$ cat config.mk
export PLATFORM = sky130hd
export DESIGN_NAME = cmq_ctrl
export DESIGN_NICKNAME = d
export VERILOG_FILES = /design/src/design/cmq_pkg.sv /design/src/design/cmq_ctrl.sv
export SDC_FILE = /design/constraint.sdc
export NUM_CORES = 1
export LEC_CHECK = 0
export ABC_AREA = 1
export CAP_MARGIN = 15
export CORE_AREA = 3 3 40 42
export CTS_CLUSTER_SIZE = 12
export DETAILED_ROUTE_END_ITERATION = 7
export DIE_AREA = 0 0 43 45
export DONT_BUFFER_PORTS = 1
export PLACE_DENSITY = 0.3
export SYNTH_ARGS = -nofsm -noshare
export SYNTH_HDL_FRONTEND = slang
export SYNTH_SLANG_ARGS = --single-unit
$ cat constraint.sdc
create_clock -name i_clk -period 1.15 [get_ports i_clk]
set_clock_uncertainty 0.2 [all_clocks]
set_input_delay 0.23 -clock i_clk [delete_from_list [all_inputs] [get_ports i_clk]]
set_output_delay 0.23 -clock i_clk [all_outputs]
set_load 0.05 [all_outputs]
$ cat src/design/cmq_pkg.sv
// Shared types and codes for the coalescing message queue.
`timescale 1ns / 1ps

package cmq_pkg;

    typedef enum logic [1:0] {
        OP_POST  = 2'd0,
        OP_GET   = 2'd1,
        OP_CLEAR = 2'd2
    } t_opcode;

    typedef enum logic [1:0] {
        STS_OK       = 2'd0,
        STS_REJECT   = 2'd1,
        STS_DISABLED = 2'd2,
        STS_EMPTY    = 2'd3
    } t_status;

    typedef enum logic [1:0] {
        S_CLEAR = 2'd0,
        S_IDLE  = 2'd1,
        S_EXEC  = 2'd2
    } t_state;

    // Commands from the controller to the datapath.
    typedef struct packed {
        logic clr_step;
        logic accept;
        logic exec;
    } t_cmd;

    // Status from the datapath to the controller.
    typedef struct packed {
        logic clr_last;
        logic out_free;
    } t_stat;

endpackage

$ cat src/design/cmq_ctrl.sv
// Controller state machine: mark clearing sweep, request accept and commit.
`timescale 1ns / 1ps

module cmq_ctrl import cmq_pkg::*; (
    input  logic  i_clk,
    input  logic  i_rst_n,
    input  logic  i_in_valid,
    input  t_stat i_stat,
    output logic  o_in_ready,
    output t_cmd  o_cmd
);

    t_state r_state;
    t_state n_state;

    always_ff @(posedge i_clk) begin
        if (!i_rst_n) begin
            r_state <= S_CLEAR;
        end else begin
            r_state <= n_state;
        end
    end

    always_comb begin
        n_state = r_state;
        unique case (r_state)
            S_CLEAR: begin
                if (i_stat.clr_last) n_state = S_IDLE;
            end
            S_IDLE: begin
                if (i_in_valid) n_state = S_EXEC;
            end
            S_EXEC: begin
                if (i_stat.out_free) n_state = S_IDLE;
            end
            default: n_state = S_CLEAR;
        endcase
    end

    always_comb begin
        o_in_ready     = 1'b0;
        o_cmd.clr_step = 1'b0;
        o_cmd.accept   = 1'b0;
        o_cmd.exec     = 1'b0;
        unique case (r_state)
            S_CLEAR: begin
                o_cmd.clr_step = 1'b1;
            end
            S_IDLE: begin
                o_in_ready   = 1'b1;
                o_cmd.accept = i_in_valid;
            end
            S_EXEC: begin
                // Hold the commit until the output register is free.
                o_cmd.exec = i_stat.out_free;
            end
            default: begin
                o_in_ready = 1'b0;
            end
        endcase
    end

endmodule

# Word-level counts from Yosys, hierarchy flattened
# Cells that the tools add are included.
# word_totals
regBits	2
word_cells	16
# classes
eq_ne	5
n_mux	8
n_reduce_logical	2
# op_table
op	count
2-bit two-way mux	3
2-bit inequality test (second input constant)	3
2-bit one-hot mux with 3 select lines	1
1-bit two-way mux	4
3-bit AND reduction	1
2-bit by 1-bit equality test with 1-bit output (second input constant)	1
2-bit equality test (second input constant)	1
2-bit logical NOT	1

# Longest topological paths before layout
# Gate-level depths: netlist of the first run.
# depth
depth_word	3
ltp_mapped	4
depth_no_buf	4

# Worst setup path before layout of the first run
# No wires, ideal clock.
# synth_timing
path_kind	reg-to-output
startpoint	register r_state[1]
endpoint	output port o_cmd[0] in the netlist's numbering
t_arrival_ns	1.485
required_time_ns	0.720
setup_slack_ns	-0.765
stages_incl_launch_ff	3
n_path_buf	0
cell_sequence	dfxtp_1 -> inv_1 -> nor3_1
# synth_lines
element	line_no	rtl
start, declared	cmq_ctrl.sv:13	t_state r_state;
start signal, assigned	cmq_ctrl.sv:20	r_state <= n_state;
end, declared	cmq_ctrl.sv:10	output t_cmd o_cmd

==> results of run 1 <==
-- worst min path at each step --
stage | end | depth (start not counted)
final | r_state[0] | 4
after global routing | r_state[0] | 4
after CTS | r_state[0] | 4
after detailed placement | r_state[0] | 2
after global placement | r_state[0] | 2
after floorplan | r_state[0] | 2
-- cell usage in the layout, fill, tap and decap left out --
| master | count |
|---|---|
| nor3_4 | 1 |
| dfxtp_4 | 1 |
| a21boi_1 | 1 |
| dfxtp_2 | 1 |
| buf_12 | 2 |
| dlygate4sd3_1 | 2 |
| inv_2 | 2 |
| clkinvlp_4 | 2 |
| buf_4 | 2 |
| nand2_1 | 4 |
| o21ai_2 | 1 |
| buf_6 | 2 |
| nor2_4 | 1 |
| nor2_1 | 1 |
| inv_1 | 2 |
| clkbuf_4 | 3 |
| nand3_2 | 2 |
-- power breakdown --
| part | total [mW] | switching [mW] | internal [mW] |
|---|---|---|---|
| registers | 0.0841 | 0.00786 | 0.0762 |
| clock network | 0.156 | 0.0410 | 0.115 |
| logic | 0.137 | 0.0789 | 0.0579 |
-- cells by family after synthesis --
| group | share of synthesized area |
|---|---|
| buffers and inverters | 0.200 |
| flip-flops | 0.356 |
| AO/OA/AOI/OAI | 0.111 |
| AND/OR/NAND/NOR | 0.333 |
-- timing repair --
action | 4_1_cts | 5_1_grt
pin swaps | 0 | 2
gates cloned | 0 | 0
endpoints found under the hold margin | 2 | 0
setup endpoints to repair | 4 | 6
setup buffers | 1 | 1
resized for setup | 3 | 5
hold buffers | 2 | 0
-- per-layer routing --
layer | routed length (um) | vias up | part of all wire | GRT usage
met2 | 180 | 8 | 0.47 | 0.0749
li1 | - | 78 | - | -
met1 | 159 | 64 | 0.42 | 0.0553
met4 | 0 | 0 | 0 | 0.0723
met3 | 41 | 0 | 0.11 | 0.0438
met5 | 0 | - | 0 | 0
-- metrics by stage --
step                      worst slack (ns)  instance area (sq um)   util
after floorplan                     -0.103                    141      -
after global placement             -0.0593                    223  0.173
after detailed placement           -0.0547                    223  0.173
after CTS                           -0.254                    284  0.221
after global routing                -0.300                    297  0.231
final                               -0.240                    297  0.231
-- cell type report --
class,instances,share of cell area
timing repair buffer,8,0.329
multi-input combinational,11,0.278
sequential,2,0.152
inverter,6,0.101
clock buffer,3,0.0759
tap,15,0.0633
-- worst min-delay path, stage by stage --
cell and delay, ns:
inv_1 0.03, nand2_1 0.05, nand2_1 0.05, nor2_1 0.03
==> results_dict.tcl, run 1 <==
set metrics [dict create \
    die_w_um 43 \
    placedCellCount 39 \
    hold_path.class "input port to register" \
    die_area_sq_um 1940 \
    grt_max_degree 5 \
    syn_inst 19 \
    place.gp.congestion 0.624 \
    synthTopCellsByCount "6 x inv_1, 4 x nand2_1, 2 x dfxtp_1, 2 x nand3_1, 2 x nor2_1" \
    seqCellArea_sq_um 45.0 \
    path_max_fanout 3 \
    synthDistinctLibCells 8 \
    io_pins 9 \
    drt_iter0_drc 4 \
    start_util 0.0876 \
    fin_crit_sh 1.21 \
    yosysMostFrequentCell "inv_1" \
    via_count 150 \
    slew_headroom 0.834 \
    viasPerCell 3.33 \
    clkSlewWorstSetupHoldPaths_ns 0.03 \
    r2r-end "r_state[0]" \
    firstDrtPassIters 4 \
    cp_data_required_time_ns 0.72 \
    status "finished with violations" \
    hold_start "i_stat[1]" \
    max_freq_ghz 0.720 \
    first_global_vias 197 \
    critical_path.top_delay_family "flip-flops" \
    cpPeakStageDelay_ns 0.31 \
    antenna_found_initial 0 \
    crit_chain "buf_4 -> nor2_4 -> buf_12" \
    ys_seq_area_frac 0.356 \
    power_density_nw_per_um2 1270 \
    antenna_left 0 \
    yosys_warnings 0 \
    crit_cells 3 \
    io_buffers 0 \
    drc_errors 0 \
    cts_buffers 3 \
    finalNonFillerCells 45 \
    rr_worst_depth 6 \
    cts_root_buf "clkbuf_4" \
    ys.flop_type "dfxtp_1" \
    wl_um 381 \
    vdd_drop_max_v 0.000383 \
    finalHoldViolations 0 \
    avgSynthCellArea_sq_um 5.93 \
    synth_edf_count 0 \
    hold_slack_ns 0.00663 \
    largest_reg_flops 2 \
    antenna_cells 0 \
    fin_nets 37 \
    total_power_mw 0.377 \
    synthesis.nets 24 \
    startpoint_type "register" \
    rsz0062_at_grt "true" \
    std_cell_rows 13 \
    end_kind "output port" \
    worstPathArrival_ns 0.96 \
    crit_end "o_cmd[2]" \
    grt_use_total 0.0591 \
    synth_area_leaders "dfxtp_1 36%, inv_1 20%, nand2_1 13%, nand3_1 8.9%, a21boi_1 6.7%" \
    area_growth_pct 163 \
    htreeDepth 1 \
    yosys_register_bits 2 \
    tightestPinTransition_ns 0.249 \
    clock_latency_ns 0.22 \
    synth_top_area_frac 0.356 \
    top_regs "r_state x2" \
    wl_per_cell_um 8.47 \
    worst-path-buf-inv 2 \
    fp.dieH_um 45 \
    slew_violations 0 \
    r2r_slack_ns 0.05 \
    worst_slack_ns -0.240 \
    drive_gt1_frac 0.667 \
    clock_sinks 2 \
    multi_input_area_sq_um 82.6 \
    syn_area_sq_um 113 \
    async_flop_share 0 \
    regToRegStartpoint "r_state[0]" \
    critPathSlowestCell "dfxtp_2" \
    grt_pass1_wl_um 759 \
    crit_path_start "r_state[1]" \
    cap_violations 0 \
    violations "negative setup slack" \
    fillCellCount 154 \
    grt_overflow 0 \
    cts_buffer_depth 2 \
    fin_crit_ns 1.39 \
    fin_setup_tns_ns -0.919 \
    cts_tree "done" \
    top_register "r_state" \
    core_sq_um 1280 \
    place_hpwl_um 295 \
    leakage_nw 0.124 \
    yosysTopAreaCell "dfxtp_1" \
    finalSetupViolCount 4 \
    path_class "register to output port" \
]
Power figures use the tool's default switching activity.
==> run 2, diff against run 1 <==
--- a/config.mk
+++ b/config.mk
@@ -7,12 +7,13 @@
 export LEC_CHECK = 0
 export ABC_AREA = 1
 export CAP_MARGIN = 15
-export CORE_AREA = 3 3 40 42
+export CORE_AREA = 2 2 39 41
 export CTS_CLUSTER_SIZE = 12
 export DETAILED_ROUTE_END_ITERATION = 7
-export DIE_AREA = 0 0 43 45
+export DIE_AREA = 0 0 41 43
 export DONT_BUFFER_PORTS = 1
 export PLACE_DENSITY = 0.3
 export SYNTH_ARGS = -nofsm -noshare
 export SYNTH_HDL_FRONTEND = slang
 export SYNTH_SLANG_ARGS = --single-unit
+export TNS_END_PERCENT = 100
==> run 2 against run 1 <==
- the run still ends with negative setup slack left
- via count fell by 2.7%
- flip-flop and latch count did not move
- sequential power rose by 1%
- non-clock buffer count fell by 1
- global-route usage fell by 1.8 points
- setup slack improved by 0.0071 ns
- wire length fell by 23%
- sequential share of layout area rose by 0.88 points
- critical path depth did not move
- design area fell by 5.5%
- largest cell class unchanged
- highest routed layer unchanged
==> results_dict.tcl, run 2 (synthesis gave the netlist of run 1 again) <==
set metrics [dict create \
    die_w_um 41 \
    seqCellArea_sq_um 45.0 \
    path_class "register to output port" \
    startpoint_type "register" \
    std_cell_rows 14 \
    drive_gt1_frac 0.586 \
    wl_um 294 \
    fin_nets 36 \
    top_regs "r_state x2" \
    cts_buffers 3 \
    clock_latency_ns 0.22 \
    antenna_found_initial 0 \
    crit_chain "buf_4 -> nor2_4 -> buf_12" \
    io_pins 9 \
    io_buffers 0 \
    grt_use_total 0.0411 \
    multi_input_area_sq_um 76.3 \
    dpl-instance-area_sq_um 224 \
    use_met2 0.0625 \
    critPathSlowestCell "dfxtp_2" \
    rsz0062_at_grt "true" \
    place_hpwl_um 255 \
    tightestPinTransition_ns 0.247 \
    finalSetupViolCount 4 \
    viasPerCell 3.24 \
    largest_reg_flops 2 \
    cts_tree "done" \
    clkSlewWorstSetupHoldPaths_ns 0.03 \
    fin_crit_sh 1.20 \
    drc_errors 0 \
    cp_data_required_time_ns 0.72 \
    cap_violations 0 \
    grt_util_met1 0.0383 \
    placedCellCount 40 \
    post_cts_buffers 0 \
    total_power_mw 0.361 \
    first_global_vias 146 \
    worst_slack_ns -0.232 \
    clock_sinks 2 \
    start_util 0.0814 \
    violations "negative setup slack" \
    fillCellCount 156 \
    max_freq_ghz 0.723 \
    path_max_fanout 3 \
    grt-busiest-layer "met2" \
    end_kind "output port" \
    leakage_nw 0.118 \
    area_growth_pct 149 \
    cts_root_buf "clkbuf_4" \
    htreeDepth 1 \
    fin_crit_ns 1.38 \
    grt.met3_usage 0.0157 \
    finalNonFillerCells 45 \
    grt_pass1_wl_um 483 \
    die_area_sq_um 1760 \
    status "finished with violations" \
    drt_iter0_drc 3 \
    place.gp.congestion 0.562 \
    cts_buffer_depth 2 \
    cpPeakStageDelay_ns 0.31 \
    via_count 146 \
    fin_setup_tns_ns -0.862 \
    final_cell_mix "3 x inv_1, 3 x nand2_1, 3 x clkbuf_4" \
    worstPathArrival_ns 0.95 \
    wl_per_cell_um 6.53 \
    firstDrtPassIters 2 \
    antenna_left 0 \
    top_register "r_state" \
    vdd_drop_max_v 0.000309 \
    slew_violations 0 \
    power_density_nw_per_um2 1290 \
    design_area_sq_um 280 \
    core_sq_um 1380 \
    hold_path.class "input port to register" \
    grt_max_degree 6 \
    grt_overflow 0 \
    antenna_cells 0 \
    fp.dieH_um 43 \
    hold_slack_ns 0.0210 \
    finalHoldViolations 0 \
    slew_headroom 0.835 \
]
[run 2: critical path: cells and delay by family (launching register included)]
family | cells | cell delay (ns)
buffers and inverters | 2 | 0.28
DFF | 1 | 0.31
and+or+nand+nor | 1 | 0.13
[run 2: area by class of cell]
class | count | area share
repair buffers | 7 | 0.308
multi-input cells | 11 | 0.272
flip-flops and latches | 2 | 0.161
inverters | 6 | 0.107
clock buffers | 3 | 0.0804
well taps | 16 | 0.0714
[run 2: stage by stage]
step | setup slack, ns | utilization
floorplan | -0.103 | -
global placement | -0.0336 | 0.162
detailed placement | -0.0413 | 0.162
CTS | -0.243 | 0.203
global route | -0.279 | 0.203
finish | -0.232 | 0.203
[run 2: final timing paths]
| path | endpoint | slack (ns) | from | cells past startpoint |
|---|---|---|---|---|
| max | o_cmd[2] | -0.23 | r_state[1] | 3 |
| min | r_state[0] | 0.02 | i_stat[1] | 4 |
| max reg2reg | r_state[0] | 0.09 | r_state[1] | 5 |
| min reg2reg | r_state[0] | 0.37 | r_state[0] | 3 |
[run 2: metal layers]
| layer | wire [um] | vias up | part of all wire |
|---|---|---|---|
| li1 | - | 77 | - |
| met1 | 113 | 62 | 0.38 |
| met2 | 157 | 7 | 0.53 |
| met3 | 23 | 0 | 0.078 |
| met4 | 0 | 0 | 0 |
| met5 | 0 | - | 0 |
[run 2: what timing repair did]
action,in CTS,in global routing
pin swaps,0,0
hold buffers,2,0
endpoints found under the hold margin,2,0
gates resized for setup,4,1
setup endpoints to repair,4,5
[run 2: power breakdown]
part | switching (mW) | internal, mW | total [mW]
combinational | 0.0729 | 0.0514 | 0.124
clock | 0.0373 | 0.115 | 0.152
sequential | 0.00873 | 0.0763 | 0.0850
total | 0.119 | 0.242 | 0.361
==> run 3, diff against run 2 <==
--- a/config.mk
+++ b/config.mk
@@ -5,7 +5,7 @@
 export SDC_FILE = /design/constraint.sdc
 export NUM_CORES = 1
 export LEC_CHECK = 0
-export ABC_AREA = 1
+export ABC_AREA = 0
 export CAP_MARGIN = 15
 export CORE_AREA = 2 2 39 41
 export CTS_CLUSTER_SIZE = 12
==> run 3 against run 2 <==
- the flow still finishes with violations (negative setup slack)
- clock power rose by 3%
- setup slack got worse by 0.025 ns
- combinational power rose by 27%
- cell count fell by 8.9%
- critical path type unchanged
- critical endpoint is now o_in_ready
- largest cell class unchanged
==> results_dict.tcl, run 3 <==
set metrics [dict create \
    status "finished with violations" \
    violations "negative setup slack" \
    antenna_found_initial 0 \
    grt_util_met1 0.0831 \
    leakage_nw 0.143 \
    ys_seq_area_frac 0.376 \
    avgSynthCellArea_sq_um 8.18 \
    grt_pass1_wl_um 752 \
    dpl-instance-area_sq_um 273 \
    worst_slack_ns -0.257 \
    path_max_fanout 4 \
    io_pins 9 \
    place.gp.congestion 0.579 \
    fin_nets 32 \
    final_util 0.241 \
    grt.met3_usage 0.0419 \
    synth_top_area_frac 0.376 \
    cts_buffers 3 \
    firstDrtPassIters 2 \
    via_count 141 \
    end_kind "output port" \
    grt-busiest-layer "met1" \
    grt_use_total 0.0681 \
    wl_um 376 \
    start_util 0.0769 \
    die_w_um 41 \
    syn_inst 13 \
    max_freq_ghz 0.711 \
    use_met2 0.0781 \
    cts_buffer_depth 2 \
    viasPerCell 3.44 \
    cts_root_buf "clkbuf_4" \
    finalSetupViolCount 5 \
    slew_violations 0 \
    path_class "register to output port" \
    yosys_warnings 0 \
    top_regs "r_state x2" \
    die_area_sq_um 1760 \
    finalHoldViolations 0 \
    design_area_sq_um 333 \
    antenna_cells 0 \
    area_growth_pct 213 \
    pre_cts_ws_ns -0.0313 \
    startpoint_type "register" \
    top_register "r_state" \
    fin_crit_sh 1.22 \
    ys.flop_type "dfxtp_1" \
    cp_data_required_time_ns 0.72 \
    antenna_left 0 \
    worstPathArrival_ns 0.98 \
    synth_area_leaders "dfxtp_1 38%, nor3b_1 14%, o21a_1 14%, o211a_1 9.4%, nor2_1 7.1%" \
    cts_tree "done" \
    yosysTopAreaCell "dfxtp_1" \
    cap_violations 0 \
    tightestPinTransition_ns 0.204 \
    power_density_nw_per_um2 1210 \
    htreeDepth 1 \
    place_hpwl_um 278 \
    vdd_drop_max_v 0.000471 \
    fillCellCount 143 \
    clkSlewWorstSetupHoldPaths_ns 0.03 \
    first_global_vias 171 \
    std_cell_rows 14 \
    fp.dieH_um 43 \
    final_common_cell "buf_12" \
    wl_per_cell_um 9.17 \
    async_flop_share 0 \
    syn_area_sq_um 106 \
    fin_crit_ns 1.41 \
    synthTopCellsByCount "2 x dfxtp_1, 2 x nor2_1, 2 x nor3b_1, 2 x o21a_1" \
    yosys_register_bits 2 \
    largest_reg_flops 2 \
    drive_gt1_frac 0.720 \
    io_buffers 0 \
    clock_sinks 2 \
    synthDistinctLibCells 9 \
    synthesis.nets 18 \
    hold_slack_ns 0.0301 \
    drt_iter0_drc 2 \
    clock_latency_ns 0.22 \
    synth_edf_count 0 \
    hold_path.class "input port to register" \
    slew_headroom 0.864 \
    core_sq_um 1380 \
    final_cell_mix "5 x buf_12, 3 x clkbuf_4, 2 x o21a_1, 2 x dfxtp_4, 2 x buf_6" \
    grt_overflow 0 \
    rsz0062_at_grt "true" \
    drc_errors 0 \
    grt_max_degree 6 \
]
==> run 3: cell count changes in the layout (fill, tap and decap cells not counted), moves of 2 or more <==
cell	before	now
inv_1	3	1
o21a_1	0	2
nand2_1	3	0
buf_12	2	5
clkinvlp_4	2	0
==> run 3: path summary, 6_finish.rpt <==
path / startpoint / end / slack [ns] / cells after the start
hold / removal: i_stat[0] / r_state[1] / 0.03 / 2
setup reg to reg: r_state[0] / r_state[0] / -0.02 / 4
hold reg to reg: r_state[1] / r_state[0] / 0.45 / 2
setup / recovery: r_state[1] / o_in_ready / -0.26 / 3
==> run 3: power by group <==
part | switching (mW) | internal [mW]
Sequential | 0.0134 | 0.0754
Clock | 0.0415 | 0.115
Combinational | 0.0721 | 0.0860
Total | 0.127 | 0.277
==> run 3: layer usage <==
layer | wire (um) | part of all wire
met4 | 8 | 0.021
met1 | 155 | 0.41
met3 | 46 | 0.12
met2 | 165 | 0.44
met5 | 0 | 0
==> run 3: logic make-up (layout without fill, tap and decap cells) <==
group / Yosys count / count (layout) / share of synthesized area
AO/OA/AOI/OAI: 4 / 4 / 0.282
buffers and inverters: 1 / 13 / 0.0353
flip-flops: 2 / 2 / 0.376
AND/OR/NAND/NOR: 6 / 6 / 0.306
==> run 3: stage by stage <==
step | setup TNS (ns) | instances | total power [mW]
after CTS | -1.01 | 41 | 0.411
final | -0.943 | 41 | 0.404
after global placement | -0.0428 | 35 | 0.226
after global routing | -1.12 | 41 | 0.423
after floorplan | -0.242 | 13 | 0.160
after detailed placement | -0.0795 | 35 | 0.231
==> run 3: layout make-up <==
type | count | area [sq um] | share of cell area
Clock buffer | 3 | 22.5 | 0.0677
Inverter | 1 | 3.75 | 0.0113
Multi-Input combinational cell | 10 | 98.8 | 0.297
Sequential cell | 2 | 47.5 | 0.143
Tap cell | 16 | 20.0 | 0.0602
Timing Repair Buffer | 9 | 140 | 0.421
==> run 3: what timing repair did <==
action / 4_1_cts / 5_1_grt
resized for setup: 2 / 1
pin swaps: 3 / 1
setup buffers: 2 / 0
endpoints found under the setup margin: 4 / 5
endpoints found under the hold margin: 2 / 0
hold buffers: 1 / 0
==> run 3: critical path, cell delays in order (launching register included) <==
cell     delay [ns]
dfxtp_4        0.35
buf_4          0.14
nor2b_4        0.12
buf_12         0.14
